`src/rtl/udpsf_pkg.sv`:
```
// udp port steering filter: shared types, codes and constants
// no dependencies; imported by every module of the block
package udpsf_pkg;

   // default sizes, handed to the top level parameters
   localparam int PORT_ENTRIES_DEF = 64;
   localparam int QUEUES_DEF       = 64;
   localparam int MAX_FRAME_DEF    = 2047;

   // protocol constants
   localparam logic [15:0] ETHERTYPE_IPV4 = 16'h0800;
   localparam logic [7:0]  PROTO_UDP      = 8'd17;
   localparam int          ETH_LEN        = 14;
   localparam int          IP_MIN_LEN     = 20;
   localparam int          UDP_LEN        = 8;
   localparam int          ETYPE_HI_POS   = 12;
   localparam int          ETYPE_LO_POS   = 13;
   localparam int          PROTO_POS      = ETH_LEN + 9;

   // job queue between front and back
   localparam int FIFO_DEPTH = 4;
   localparam int FIFO_PTR_W = $clog2(FIFO_DEPTH);
   localparam int FIFO_CNT_W = $clog2(FIFO_DEPTH + 1);

   // register index (byte address bit 3)
   localparam logic CSR_SOCKET_MASK = 1'b0;

   typedef enum logic [2:0] {
      REASON_REDIRECT  = 3'd0,
      REASON_SHORT     = 3'd1,
      REASON_NOT_IPV4  = 3'd2,
      REASON_NOT_UDP   = 3'd3,
      REASON_UNLISTED  = 3'd4,
      REASON_NO_SOCKET = 3'd5
   } reason_type;

   typedef enum logic {
      OP_FRAME_BYTE  = 1'b0,
      OP_TABLE_WRITE = 1'b1
   } op_type;

   // one job: a table write or a frame to classify
   // port: dest port of the frame, or port for the slot
   // queue: rx queue of the frame, or slot index
   typedef struct packed {
      logic        is_write;
      reason_type  pre_reason;
      logic [15:0] port;
      logic [5:0]  queue;
      logic        entry_valid;
   } job_type;

endpackage

```
`src/rtl/udpsf_front.sv`:
```
// front part: accepts requests, parses frame headers, emits jobs
// depends on udpsf_pkg
module udpsf_front #(
   parameter int MAX_FRAME = udpsf_pkg::MAX_FRAME_DEF
) (
   input  logic              clock,
   input  logic              reset,
   input  logic              req_valid,
   output logic              req_ready,
   input  logic              req_op,
   input  logic [7:0]        req_frame_byte,
   input  logic              req_last_byte,
   input  logic [5:0]        req_rx_queue,
   input  logic [5:0]        req_entry_index,
   input  logic [15:0]       req_entry_port,
   input  logic              req_entry_valid,
   output logic              push_o,
   output udpsf_pkg::job_type push_job_o,
   input  logic              full_i
);
   import udpsf_pkg::*;

   localparam int OFF_W = $clog2(MAX_FRAME + 1);

   logic [OFF_W-1:0] off_ff, off_in;
   logic [15:0]      etype_ff, etype_in;
   logic [3:0]       hw_ff, hw_in;
   logic [7:0]       proto_ff, proto_in;
   logic [15:0]      dport_ff, dport_in;

   logic             accept;
   logic             frame_byte;
   logic             storing;
   logic [OFF_W-1:0] udp_at;
   logic [OFF_W-1:0] udp_end;
   reason_type       pre_reason;

   assign req_ready  = !full_i;
   assign accept     = req_valid && req_ready;
   assign frame_byte = accept && (op_type'(req_op) == OP_FRAME_BYTE);
   assign storing    = off_ff < OFF_W'(MAX_FRAME);
   assign udp_at     = OFF_W'(ETH_LEN) + OFF_W'({hw_ff, 2'b00});

   // header capture for the current byte
   always_comb begin
      etype_in = etype_ff;
      hw_in    = hw_ff;
      proto_in = proto_ff;
      dport_in = dport_ff;
      off_in   = off_ff;
      if (storing) begin
         if (off_ff == OFF_W'(ETYPE_HI_POS) || off_ff == OFF_W'(ETYPE_LO_POS)) begin
            etype_in = {etype_ff[7:0], req_frame_byte};
         end
         if (off_ff == OFF_W'(ETH_LEN)) begin
            hw_in = req_frame_byte[3:0];
         end
         if (off_ff == OFF_W'(PROTO_POS)) begin
            proto_in = req_frame_byte;
         end
         if (off_ff > OFF_W'(ETH_LEN) &&
             (off_ff == udp_at + OFF_W'(2) || off_ff == udp_at + OFF_W'(3))) begin
            dport_in = {dport_ff[7:0], req_frame_byte};
         end
         off_in = off_ff + OFF_W'(1);
      end
   end

   // header checks that need no table lookup
   assign udp_end = OFF_W'(ETH_LEN + UDP_LEN) + OFF_W'({hw_in, 2'b00});

   always_comb begin
      priority if (off_in < OFF_W'(ETH_LEN)) begin
         pre_reason = REASON_SHORT;
      end else if (etype_in != ETHERTYPE_IPV4) begin
         pre_reason = REASON_NOT_IPV4;
      end else if (off_in < OFF_W'(ETH_LEN + IP_MIN_LEN)) begin
         pre_reason = REASON_SHORT;
      end else if (proto_in != PROTO_UDP) begin
         pre_reason = REASON_NOT_UDP;
      end else if (off_in < udp_end) begin
         pre_reason = REASON_SHORT;
      end else begin
         pre_reason = REASON_REDIRECT;
      end
   end

   // job to the queue: table writes and finished frames
   always_comb begin
      push_o = accept && ((op_type'(req_op) == OP_TABLE_WRITE) || req_last_byte);
      push_job_o.is_write    = (op_type'(req_op) == OP_TABLE_WRITE);
      push_job_o.entry_valid = req_entry_valid;
      if (op_type'(req_op) == OP_TABLE_WRITE) begin
         push_job_o.pre_reason = REASON_REDIRECT;
         push_job_o.port       = req_entry_port;
         push_job_o.queue      = req_entry_index;
      end else begin
         push_job_o.pre_reason = pre_reason;
         push_job_o.port       = dport_in;
         push_job_o.queue      = req_rx_queue;
      end
   end

   // per-frame state, cleared after the last byte
   always_ff @(posedge clock) begin
      if (reset) begin
         off_ff   <= '0;
         etype_ff <= '0;
         hw_ff    <= '0;
         proto_ff <= '0;
         dport_ff <= '0;
      end else if (frame_byte) begin
         if (req_last_byte) begin
            off_ff   <= '0;
            etype_ff <= '0;
            hw_ff    <= '0;
            proto_ff <= '0;
            dport_ff <= '0;
         end else begin
            off_ff   <= off_in;
            etype_ff <= etype_in;
            hw_ff    <= hw_in;
            proto_ff <= proto_in;
            dport_ff <= dport_in;
         end
      end
   end

`ifndef ASSERT_OFF
   a_frame_end_clears: assert property (@(posedge clock) disable iff (reset)
      (frame_byte && req_last_byte) |=> (off_ff == '0 && dport_ff == '0))
      else $error("frame state not cleared after last byte");
`endif

endmodule

```
`src/rtl/udpsf_fifo.sv`:
```
// job queue between front and back parts
// depends on udpsf_pkg
module udpsf_fifo (
   input  logic               clock,
   input  logic               reset,
   input  logic               push_i,
   input  udpsf_pkg::job_type push_job_i,
   output logic               full_o,
   input  logic               pop_i,
   output udpsf_pkg::job_type head_o,
   output logic               empty_o
);
   import udpsf_pkg::*;

   job_type               mem [FIFO_DEPTH];
   logic [FIFO_PTR_W-1:0] wr_ff, wr_in;
   logic [FIFO_PTR_W-1:0] rd_ff, rd_in;
   logic [FIFO_CNT_W-1:0] cnt_ff, cnt_in;
   logic                  do_push;
   logic                  do_pop;

   assign full_o  = (cnt_ff == FIFO_CNT_W'(FIFO_DEPTH));
   assign empty_o = (cnt_ff == '0);
   assign head_o  = mem[rd_ff];
   assign do_push = push_i && !full_o;
   assign do_pop  = pop_i && !empty_o;

   // pointers and fill count
   always_comb begin
      wr_in  = do_push ? wr_ff + FIFO_PTR_W'(1) : wr_ff;
      rd_in  = do_pop ? rd_ff + FIFO_PTR_W'(1) : rd_ff;
      cnt_in = cnt_ff;
      if (do_push && !do_pop) begin
         cnt_in = cnt_ff + FIFO_CNT_W'(1);
      end else if (do_pop && !do_push) begin
         cnt_in = cnt_ff - FIFO_CNT_W'(1);
      end
   end

   always_ff @(posedge clock) begin
      if (reset) begin
         wr_ff  <= '0;
         rd_ff  <= '0;
         cnt_ff <= '0;
      end else begin
         wr_ff  <= wr_in;
         rd_ff  <= rd_in;
         cnt_ff <= cnt_in;
      end
   end

   // storage
   always_ff @(posedge clock) begin
      if (do_push) begin
         mem[wr_ff] <= push_job_i;
      end
   end

`ifndef ASSERT_OFF
   a_no_overflow: assert property (@(posedge clock) disable iff (reset)
      !(push_i && full_o))
      else $error("job pushed into a full queue");
`endif

endmodule

```
`src/rtl/udpsf_back.sv`:
```
// back part: port table, table match, final reason and result register
// depends on udpsf_pkg
module udpsf_back #(
   parameter int PORT_ENTRIES = udpsf_pkg::PORT_ENTRIES_DEF,
   parameter int QUEUES       = udpsf_pkg::QUEUES_DEF
) (
   input  logic               clock,
   input  logic               reset,
   input  udpsf_pkg::job_type head_i,
   input  logic               empty_i,
   output logic               pop_o,
   input  logic [63:0]        socket_mask_i,
   output logic               rsp_valid,
   input  logic               rsp_ready,
   output logic               rsp_redirect,
   output logic [5:0]         rsp_target_queue,
   output logic [2:0]         rsp_reason
);
   import udpsf_pkg::*;

   localparam int IDX_W = (PORT_ENTRIES > 1) ? $clog2(PORT_ENTRIES) : 1;

   logic [15:0]       ports_ff [PORT_ENTRIES];
   logic [PORT_ENTRIES-1:0] valid_ff;
   logic [PORT_ENTRIES-1:0] hit;

   logic              rsp_valid_ff, rsp_valid_in;
   logic              rsp_redirect_ff;
   logic [5:0]        rsp_queue_ff;
   reason_type        rsp_reason_ff;

   logic              out_free;
   logic              table_we;
   logic [IDX_W-1:0]  widx;
   logic              listed;
   reason_type        reason;

   assign out_free = !rsp_valid_ff || rsp_ready;
   assign pop_o    = !empty_i && (head_i.is_write || out_free);
   assign table_we = pop_o && head_i.is_write && (32'(head_i.queue) < PORT_ENTRIES);
   assign widx     = IDX_W'(head_i.queue);

   // parallel compare over the table
   always_comb begin
      for (int i = 0; i < PORT_ENTRIES; i++) begin
         hit[i] = valid_ff[i] && (ports_ff[i] == head_i.port);
      end
   end
   assign listed = |hit;

   // final reason
   always_comb begin
      priority if (head_i.pre_reason != REASON_REDIRECT) begin
         reason = head_i.pre_reason;
      end else if (!listed) begin
         reason = REASON_UNLISTED;
      end else if (!(32'(head_i.queue) < QUEUES) || !socket_mask_i[head_i.queue]) begin
         reason = REASON_NO_SOCKET;
      end else begin
         reason = REASON_REDIRECT;
      end
   end

   // table valid bits
   always_ff @(posedge clock) begin
      if (reset) begin
         valid_ff <= '0;
      end else if (table_we) begin
         valid_ff[widx] <= head_i.entry_valid;
      end
   end

   // table ports
   always_ff @(posedge clock) begin
      if (table_we) begin
         ports_ff[widx] <= head_i.port;
      end
   end

   // result register
   always_comb begin
      rsp_valid_in = rsp_valid_ff;
      if (pop_o && !head_i.is_write) begin
         rsp_valid_in = 1'b1;
      end else if (rsp_ready) begin
         rsp_valid_in = 1'b0;
      end
   end

   always_ff @(posedge clock) begin
      if (reset) begin
         rsp_valid_ff <= 1'b0;
      end else begin
         rsp_valid_ff <= rsp_valid_in;
      end
   end

   always_ff @(posedge clock) begin
      if (pop_o && !head_i.is_write) begin
         rsp_redirect_ff <= (reason == REASON_REDIRECT);
         rsp_queue_ff    <= (reason == REASON_REDIRECT) ? head_i.queue : 6'd0;
         rsp_reason_ff   <= reason;
      end
   end

   assign rsp_valid        = rsp_valid_ff;
   assign rsp_redirect     = rsp_redirect_ff;
   assign rsp_target_queue = rsp_queue_ff;
   assign rsp_reason       = rsp_reason_ff;

`ifndef ASSERT_OFF
   a_redirect_matches_reason: assert property (@(posedge clock) disable iff (reset)
      rsp_valid_ff |-> (rsp_redirect_ff == (rsp_reason_ff == REASON_REDIRECT)))
      else $error("redirect flag disagrees with reason");

   a_table_write_lands: assert property (@(posedge clock) disable iff (reset)
      table_we |=> (valid_ff[$past(widx)] == $past(head_i.entry_valid)))
      else $error("port table write lost");

   a_pass_has_no_queue: assert property (@(posedge clock) disable iff (reset)
      (rsp_valid_ff && !rsp_redirect_ff) |-> (rsp_queue_ff == 6'd0))
      else $error("passed frame carries a target queue");
`endif

endmodule

```
`src/rtl/udp_port_steering_filter_core.sv`:
```
// udp port steering filter, top level: socket mask register and the front/back split
// depends on udpsf_pkg, udpsf_front, udpsf_fifo, udpsf_back
//
// Request channel (req_*): one frame byte per request (op 0) with a last-byte
// flag and the receive queue, or a port table write (op 1). Result channel
// (rsp_*): one result per frame, issued for the request that carries the last
// byte: redirect flag, target queue and reason code. Table writes give no result.
// The last byte's job is written into the job queue, and its result into the output register.
// Throughput: one request per cycle while req_ready is high; the port match is a
// combinational parallel compare over all table slots in the back part.
// A four-entry job queue sits between the header parser and the matcher, and
// the result sits in an output register: while rsp_ready is low the parser
// keeps taking bytes until the queue fills, then req_ready drops.
// The APB port holds the 64-bit socket mask at address 0; write it only idle.
// Reset (synchronous, active high) clears the frame state, the queue, the
// result valid flag, the socket mask and every table valid bit; no clearing pass.
module udp_port_steering_filter_core #(
   parameter int PORT_ENTRIES = udpsf_pkg::PORT_ENTRIES_DEF,
   parameter int QUEUES       = udpsf_pkg::QUEUES_DEF,
   parameter int MAX_FRAME    = udpsf_pkg::MAX_FRAME_DEF
) (
   input  logic        clock,
   input  logic        reset,
   input  logic        req_valid,
   output logic        req_ready,
   input  logic        req_op,
   input  logic [7:0]  req_frame_byte,
   input  logic        req_last_byte,
   input  logic [5:0]  req_rx_queue,
   input  logic [5:0]  req_entry_index,
   input  logic [15:0] req_entry_port,
   input  logic        req_entry_valid,
   output logic        rsp_valid,
   input  logic        rsp_ready,
   output logic        rsp_redirect,
   output logic [5:0]  rsp_target_queue,
   output logic [2:0]  rsp_reason,
   input  logic        psel,
   input  logic        penable,
   input  logic        pwrite,
   input  logic [3:0]  paddr,
   input  logic [63:0] pwdata,
   output logic [63:0] prdata,
   output logic        pready
);
   import udpsf_pkg::*;

   job_type     push_job;
   job_type     head;
   logic        push;
   logic        full;
   logic        pop;
   logic        empty;
   logic [63:0] mask_ff, mask_in;
   logic        mask_sel;

   // socket mask register
   assign pready   = 1'b1;
   assign mask_sel = (paddr[3] == CSR_SOCKET_MASK);
   assign mask_in  = (psel && penable && pwrite && mask_sel) ? pwdata : mask_ff;
   assign prdata   = mask_sel ? mask_ff : 64'd0;

   always_ff @(posedge clock) begin
      if (reset) begin
         mask_ff <= '0;
      end else begin
         mask_ff <= mask_in;
      end
   end

   // header parser
   udpsf_front #(
      .MAX_FRAME (MAX_FRAME)
   ) u_front (
      .clock           (clock),
      .reset           (reset),
      .req_valid       (req_valid),
      .req_ready       (req_ready),
      .req_op          (req_op),
      .req_frame_byte  (req_frame_byte),
      .req_last_byte   (req_last_byte),
      .req_rx_queue    (req_rx_queue),
      .req_entry_index (req_entry_index),
      .req_entry_port  (req_entry_port),
      .req_entry_valid (req_entry_valid),
      .push_o          (push),
      .push_job_o      (push_job),
      .full_i          (full)
   );

   // job queue
   udpsf_fifo u_fifo (
      .clock      (clock),
      .reset      (reset),
      .push_i     (push),
      .push_job_i (push_job),
      .full_o     (full),
      .pop_i      (pop),
      .head_o     (head),
      .empty_o    (empty)
   );

   // table match and result
   udpsf_back #(
      .PORT_ENTRIES (PORT_ENTRIES),
      .QUEUES       (QUEUES)
   ) u_back (
      .clock            (clock),
      .reset            (reset),
      .head_i           (head),
      .empty_i          (empty),
      .pop_o            (pop),
      .socket_mask_i    (mask_ff),
      .rsp_valid        (rsp_valid),
      .rsp_ready        (rsp_ready),
      .rsp_redirect     (rsp_redirect),
      .rsp_target_queue (rsp_target_queue),
      .rsp_reason       (rsp_reason)
   );

endmodule

```
`config.mk`:
```
export PLATFORM = sky130hd
export DESIGN_NAME = udp_port_steering_filter_core
export DESIGN_NICKNAME = d
export VERILOG_FILES = /design/src/rtl/udpsf_pkg.sv /design/src/rtl/udpsf_front.sv /design/src/rtl/udpsf_fifo.sv /design/src/rtl/udpsf_back.sv /design/src/rtl/udp_port_steering_filter_core.sv
export SDC_FILE = /design/constraint.sdc
export NUM_CORES = 2
export LEC_CHECK = 0
export CAP_MARGIN = 10
export CORE_UTILIZATION = 45
export DETAILED_ROUTE_END_ITERATION = 10
export DONT_BUFFER_PORTS = 1
export GPL_TIMING_DRIVEN = 0
export PLACE_DENSITY = 0.59
export SLEW_MARGIN = 20
export SYNTH_ARGS = -nofsm -noshare
export SYNTH_HDL_FRONTEND = slang
export SYNTH_SLANG_ARGS = --single-unit
```
`constraint.sdc`:
```
create_clock -name clock -period 4.6 [get_ports clock]
set_clock_uncertainty 0.15 [all_clocks]
set_input_delay 0.46 -clock clock [delete_from_list [all_inputs] [get_ports clock]]
set_output_delay 0.46 -clock clock [all_outputs]
set_load 0.01 [all_outputs]
```
# Word level (Yosys, flattened, before mapping)
# Memory sizes are Yosys's and may differ from the RTL's. A register that Yosys moved wholly into a read port is not among the register bits.
# Cells that the tools add are included.
# totals
regBits	201
ram_bits	1132
inputBits	114
out_inout_bits	77
word_cells	242
mem_count	2
# op_classes
addsub	9
magnitude_cmp	7
n_eq_ne	73
n_mux	39
bitwise	2
n_reduce_logical	96
# mem_list
memory	depth	word_bits	rd	rd_clocked_by_memory_dff	write_ports	line	text
u_back.ports_ff	64	16	64	0	1	udpsf_back.sv:23	logic [15:0] ports_ff [PORT_ENTRIES];
u_fifo.mem	4	27	1	1	1	udpsf_fifo.sv:15	job_type mem [FIFO_DEPTH];
# ops
op	n
$eq A16 B16 Y1	64
$mux W16	6
$logic_and A1 B1 Y1	79
$bwmux W64	1
$mux W64	1
$reduce_or A64 Y1	1
$eq A11 B4 Y1 const B	3
$mux W3	9
$mux W25	1
$mux W8	3
$add A11 B2 Y11 const B	2
$eq A11 B11 Y1	2
$mux W11	2
$ne A16 B12 Y1 const B	1
$mux W4	3
$add A11 B1 Y11 const B	1
$eq A11 B5 Y1 const B	1
$gt A11 B4 Y1 const B	1
$lt A11 B11 Y1	1
$lt A11 B11 Y1 const B	1
$lt A11 B4 Y1 const B	1
$lt A11 B6 Y1 const B	1
$mux W1	9
$ne A8 B5 Y1 const B	1
other kinds (17)	31

# Longest topological paths before layout
# logic_depth
depth_word	11
ltp_mapped	17
ltp_nobuf	16

# By module
# A second synthesis with hierarchy kept.
# unflattened
cells_unflattened	4025
area_unflattened_um2	57890.5
# modules_own_cells
module	instances	cells_per_inst	area_each_um2	seq_area_each_um2
udpsf_back	1	3071	46762.3	32351.0
udpsf_fifo	1	189	4388.0	3423.3
udpsf_front	1	414	3383.2	1101.1
udp_port_steering_filter_core	1	351	3357.0	1281.2

# Worst setup path after synthesis
# No wires, ideal clock.
# synth_path
path_type	reg-to-reg
from	register u_front.off_ff[8]
to	memory u_fifo.mem[0][23] in the netlist's numbering, data pin
setup_time_ns	0.260
arrival_ns	3.468
required_ns	4.190
setup_slack_ns	0.721
stages_incl_launch_ff	16
n_path_buf	1
synth_period_minus_slack_ns	3.879
cell_sequence	dfxtp_1 -> or4_1 -> or3_1 -> nor3_1 -> and2_1 -> clkbuf_1 -> nand2_1 -> o21ai_0 -> ha_1 -> inv_1 -> a221o_1 -> ha_1 -> o2111ai_1 -> a21oi_1 -> a21oi_1 -> o21ba_2
# synth_lines
element	line	text
start: declaration	udpsf_front.sv:25	logic [OFF_W-1:0] off_ff, off_in;
start signal: assignment	udpsf_front.sv:120	off_ff <= off_in;
end: declaration	udpsf_fifo.sv:15	

==> results.sh <==
export IMPL_finalSetupTns_ns=-0.264
export IMPL_grt_setup_unrepaired="yes"
export IMPL_clk_pin_slew_ns=0.06
export IMPL_clk_latency_ns=0.77
export IMPL_cts_tree="built"
export IMPL_crit_path_frequent_cell="nor4_2"
export IMPL_postLayoutCellArea_um2=66700
export IMPL_slowest_stage="clkdlybuf4s15_2"
export IMPL_synth_seq_cells=1331
export IMPL_postLayoutCoreUtil=0.524
export IMPL_via_per_inst=5.94
export IMPL_synth_edff_count=1138
export IMPL_grt_first_pass_wirelength_um=271000
export IMPL_grt_pass1_vias=34900
export IMPL_finalCriticalPeriod_ns=4.64
export IMPL_drc=0
export IMPL_ys_seq_area_frac=0.659
export IMPL_cts_sinks=1331
export IMPL_finalCritPeriodShare=1.01
export IMPL_crit_path_max_incr_delay_ns=0.55
export IMPL_grt_max_degree=74
export IMPL_first_pass_iters=6
export IMPL_fmax_ghz=0.216
export IMPL_numPortBuffers=0
export IMPL_syn_area_um2=57700
export IMPL_tightest_slew_ns=1.26
export IMPL_p_leak_nw=20.6
export IMPL_power_density_nw_per_um2=598
export IMPL_ios=191
export IMPL_status="finished, violations left"
export IMPL_syn_inst=4110
export IMPL_required_ns=4.95
export IMPL_dp_slack_ns=-1.32
export IMPL_core_region_area_um2=127000
export IMPL_die_x_um=360
export IMPL_placementRows=131
export IMPL_mostFrequentLayoutCells="edfxtp_1, xnor2_1, xor2_1, nand2_1, dfxtp_1"
export IMPL_slew_headroom=0.156
export IMPL_timing_max_cap_violations=0
export IMPL_postPlaceCellArea_um2=60500
export IMPL_grt_usage=0.300
export IMPL_area_growth_synth_to_final_pct=15.5
export IMPL_setup_ws_ns=-0.0378
export IMPL_ir_worst_vdd_mv=0.494
export IMPL_synth_fp_nets=4241
export IMPL_worstSetupStartpointType="flip-flop"
export IMPL_cp_top_family="buffers and inverters"
export IMPL_fin_cells=6175
export IMPL_fin_nets=4530
export IMPL_arrival_ns=4.99
export IMPL_dp_cells=5800
export IMPL_ctsLongestPathBuffers=3
export IMPL_synth_area_per_cell_um2=14.0
export IMPL_clockRootBuffer="clkbuf_16"
export IMPL_drtIter0Drc=5091
export IMPL_crit_path_end_kind="flip-flop"
export IMPL_finalWeightedCongestion=0.899
export IMPL_hold_viol_final=0
export IMPL_antenna_found_initial=4
export IMPL_maxSlewViolCount=0
export IMPL_fin_total_pwr_mw=39.9
export IMPL_synthArstFlopShare=0
export IMPL_setup_viol=22
export IMPL_die_area_um2=130000
export IMPL_dpl_hpwl_um=114000
export IMPL_cp_num_buf_inv=5
export IMPL_ys_flop_type="edfxtp_1"
export IMPL_h_tree_depth=4
export IMPL_vias=36700
export IMPL_yosysWarnings=0
export IMPL_initial_core_util=0.453
export IMPL_ys_types=81
export IMPL_hold_path_class="primary input to flip-flop"
export IMPL_drt_total_wl_um=200000
export IMPL_dieHeight_um=360
export IMPL_drtAntennaViolNets=0
export IMPL_grt_ovfl_total=0
export IMPL_timing_hold_ws_ns=0.0819
export IMPL_cp_max_fo=10
export IMPL_mostFrequentLayoutCell="edfxtp_1"
export IMPL_drive_gt1_frac=0.115
export IMPL_numCtsBuffers=143
export IMPL_crit_type="flip-flop to flip-flop"
export IMPL_avgRoutedWirePerCell_um=32.4
export IMPL_crit_chain="buf_2, clkdlybuf4s15_2, buf_1, clkbuf_1, a2111oi_0, a21oi_1, nor4_2, nor4_2, nand4_1, nor4_4, buf_12, nor3_1"
export IMPL_failed_checks="setup timing"
-- layout make-up --
type | count | area [µm²]
Clock inverter | 45 | 264
Timing Repair Buffer | 145 | 1770
Buffer | 219 | 1820
Clock buffer | 211 | 4170
Tap cell | 1662 | 2080
Inverter | 21 | 83.8
Sequential cell | 1331 | 38000
Multi-Input combinational cell | 2538 | 18500
Fill cell | 10600 | 60700
Antenna cell | 3 | 7.51
-- registers in the layout (all words and copies together), names as in the netlist, named ones only --
name / count
u_back.rsp_target_queue: 6
u_back.valid_ff: 64
u_back.rsp_reason: 3
u_back.ports_ff: 1024
u_fifo.cnt_ff: 3
u_back.rsp_redirect: 1
u_front.proto_ff: 8
u_fifo.mem: 104
u_front.hw_ff: 4
u_fifo.wr_ff: 2
u_front.dport_ff: 16
u_fifo.rd_ff: 2
mask_ff: 64
u_back.rsp_valid: 1
u_front.off_ff: 11
u_front.etype_ff: 16
-- worst reg2reg max path, stage by stage (launching register included) --
cell and delay [ns]:
dfxtp_1 0.30, buf_2 0.29, clkdlybuf4s15_2 0.55, buf_1 0.54
clkbuf_1 0.53, a2111oi_0 0.14, a21oi_1 0.28, nor4_2 0.13
nor4_2 0.36, nand4_1 0.41, nor4_4 0.42, buf_12 0.19
nor3_1 0.09
-- routing by layer --
layer / global-route usage / vias to the layer above / part of all wire
met5: 0 / - / 0
met4: 0.111 / 0 / 0.039
met1: 0.411 / 18600 / 0.40
met2: 0.477 / 2165 / 0.46
li1: - / 15600 / -
met3: 0.0553 / 355 / 0.10
-- cell usage after synthesis, drive strengths merged (3+ instances only) --
cell type / number / area, µm²
a211oi: 4 / 30.0
nor3: 32 / 175
ha: 16 / 200
mux2i: 55 / 554
a21oi: 160 / 801
edfxtp: 1138 / 34200
nor4: 137 / 878
xnor2: 704 / 6170
nor2b: 69 / 432
nand2: 289 / 1080
xor2: 344 / 3020
nand4b: 3 / 26.3
a41oi: 11 / 96.3
buf: 126 / 1200
o21ai: 116 / 581
inv: 20 / 77.6
or3: 5 / 31.3
nand2b: 10 / 62.6
o22ai: 8 / 50.1
mux4: 25 / 586
o311ai: 4 / 35.0
nand4: 168 / 1050
dfxtp: 193 / 3860
o21bai: 3 / 22.5
a311oi: 3 / 26.3
and2: 5 / 31.3
mux2: 7 / 82.6
o31ai: 3 / 22.5
a22oi: 81 / 608
a31oi: 8 / 50.1
o221ai: 3 / 32.5
or2: 3 / 18.8
nor2: 170 / 643
nand3: 37 / 185
clkbuf: 94 / 353
and4: 4 / 35.0
nand3b: 3 / 22.5
a2111oi: 6 / 52.6
o2111ai: 7 / 61.3
-- cells by family (layout without fill, tap and decap cells) --
logic type / after synthesis / in the layout / share of synthesized area
AOI/OAI and AO/OA: 441 / 441 / 0.0465
xor gates and xnor gates: 1048 / 1048 / 0.159
adders and majority gates: 17 / 17 / 0.00381
buffers and inverters: 241 / 641 / 0.0283
DFF: 1331 / 1331 / 0.659
muxes: 87 / 87 / 0.0212
other: 1 / 4 / 0.0000650
and+or+nand+nor: 944 / 944 / 0.0823
-- path summary, 6_finish.rpt --
kind	start	end	slack, ns	cells after the start
worst max-delay path	flip-flop	u_back.rsp_target_queue[4]	-0.04	12
worst min-delay path	req_entry_port[10]	u_fifo.mem[1][17]	0.08	2
worst max register to register	flip-flop	u_back.rsp_target_queue[4]	-0.04	12
worst min register to register	mask_ff[62]	mask_ff[62]	0.32	2
-- what timing repair did --
action	in CTS	in global routing
pin swaps	3	1
setup endpoints to repair	965	92
resized for setup	73	27
hold buffers	102	1
cloned	2	8
setup buffers	3	0
hold endpoints to repair	183	1
-- power breakdown --
part / internal [mW] / total [mW] / switching [mW]
Combinational: 4.02 / 14.0 / 10.0
Sequential: 14.6 / 14.8 / 0.159
Clock: 6.32 / 11.1 / 4.73
Total: 25.0 / 39.9 / 14.9
Note: power is estimated with default switching activity, not from simulation.
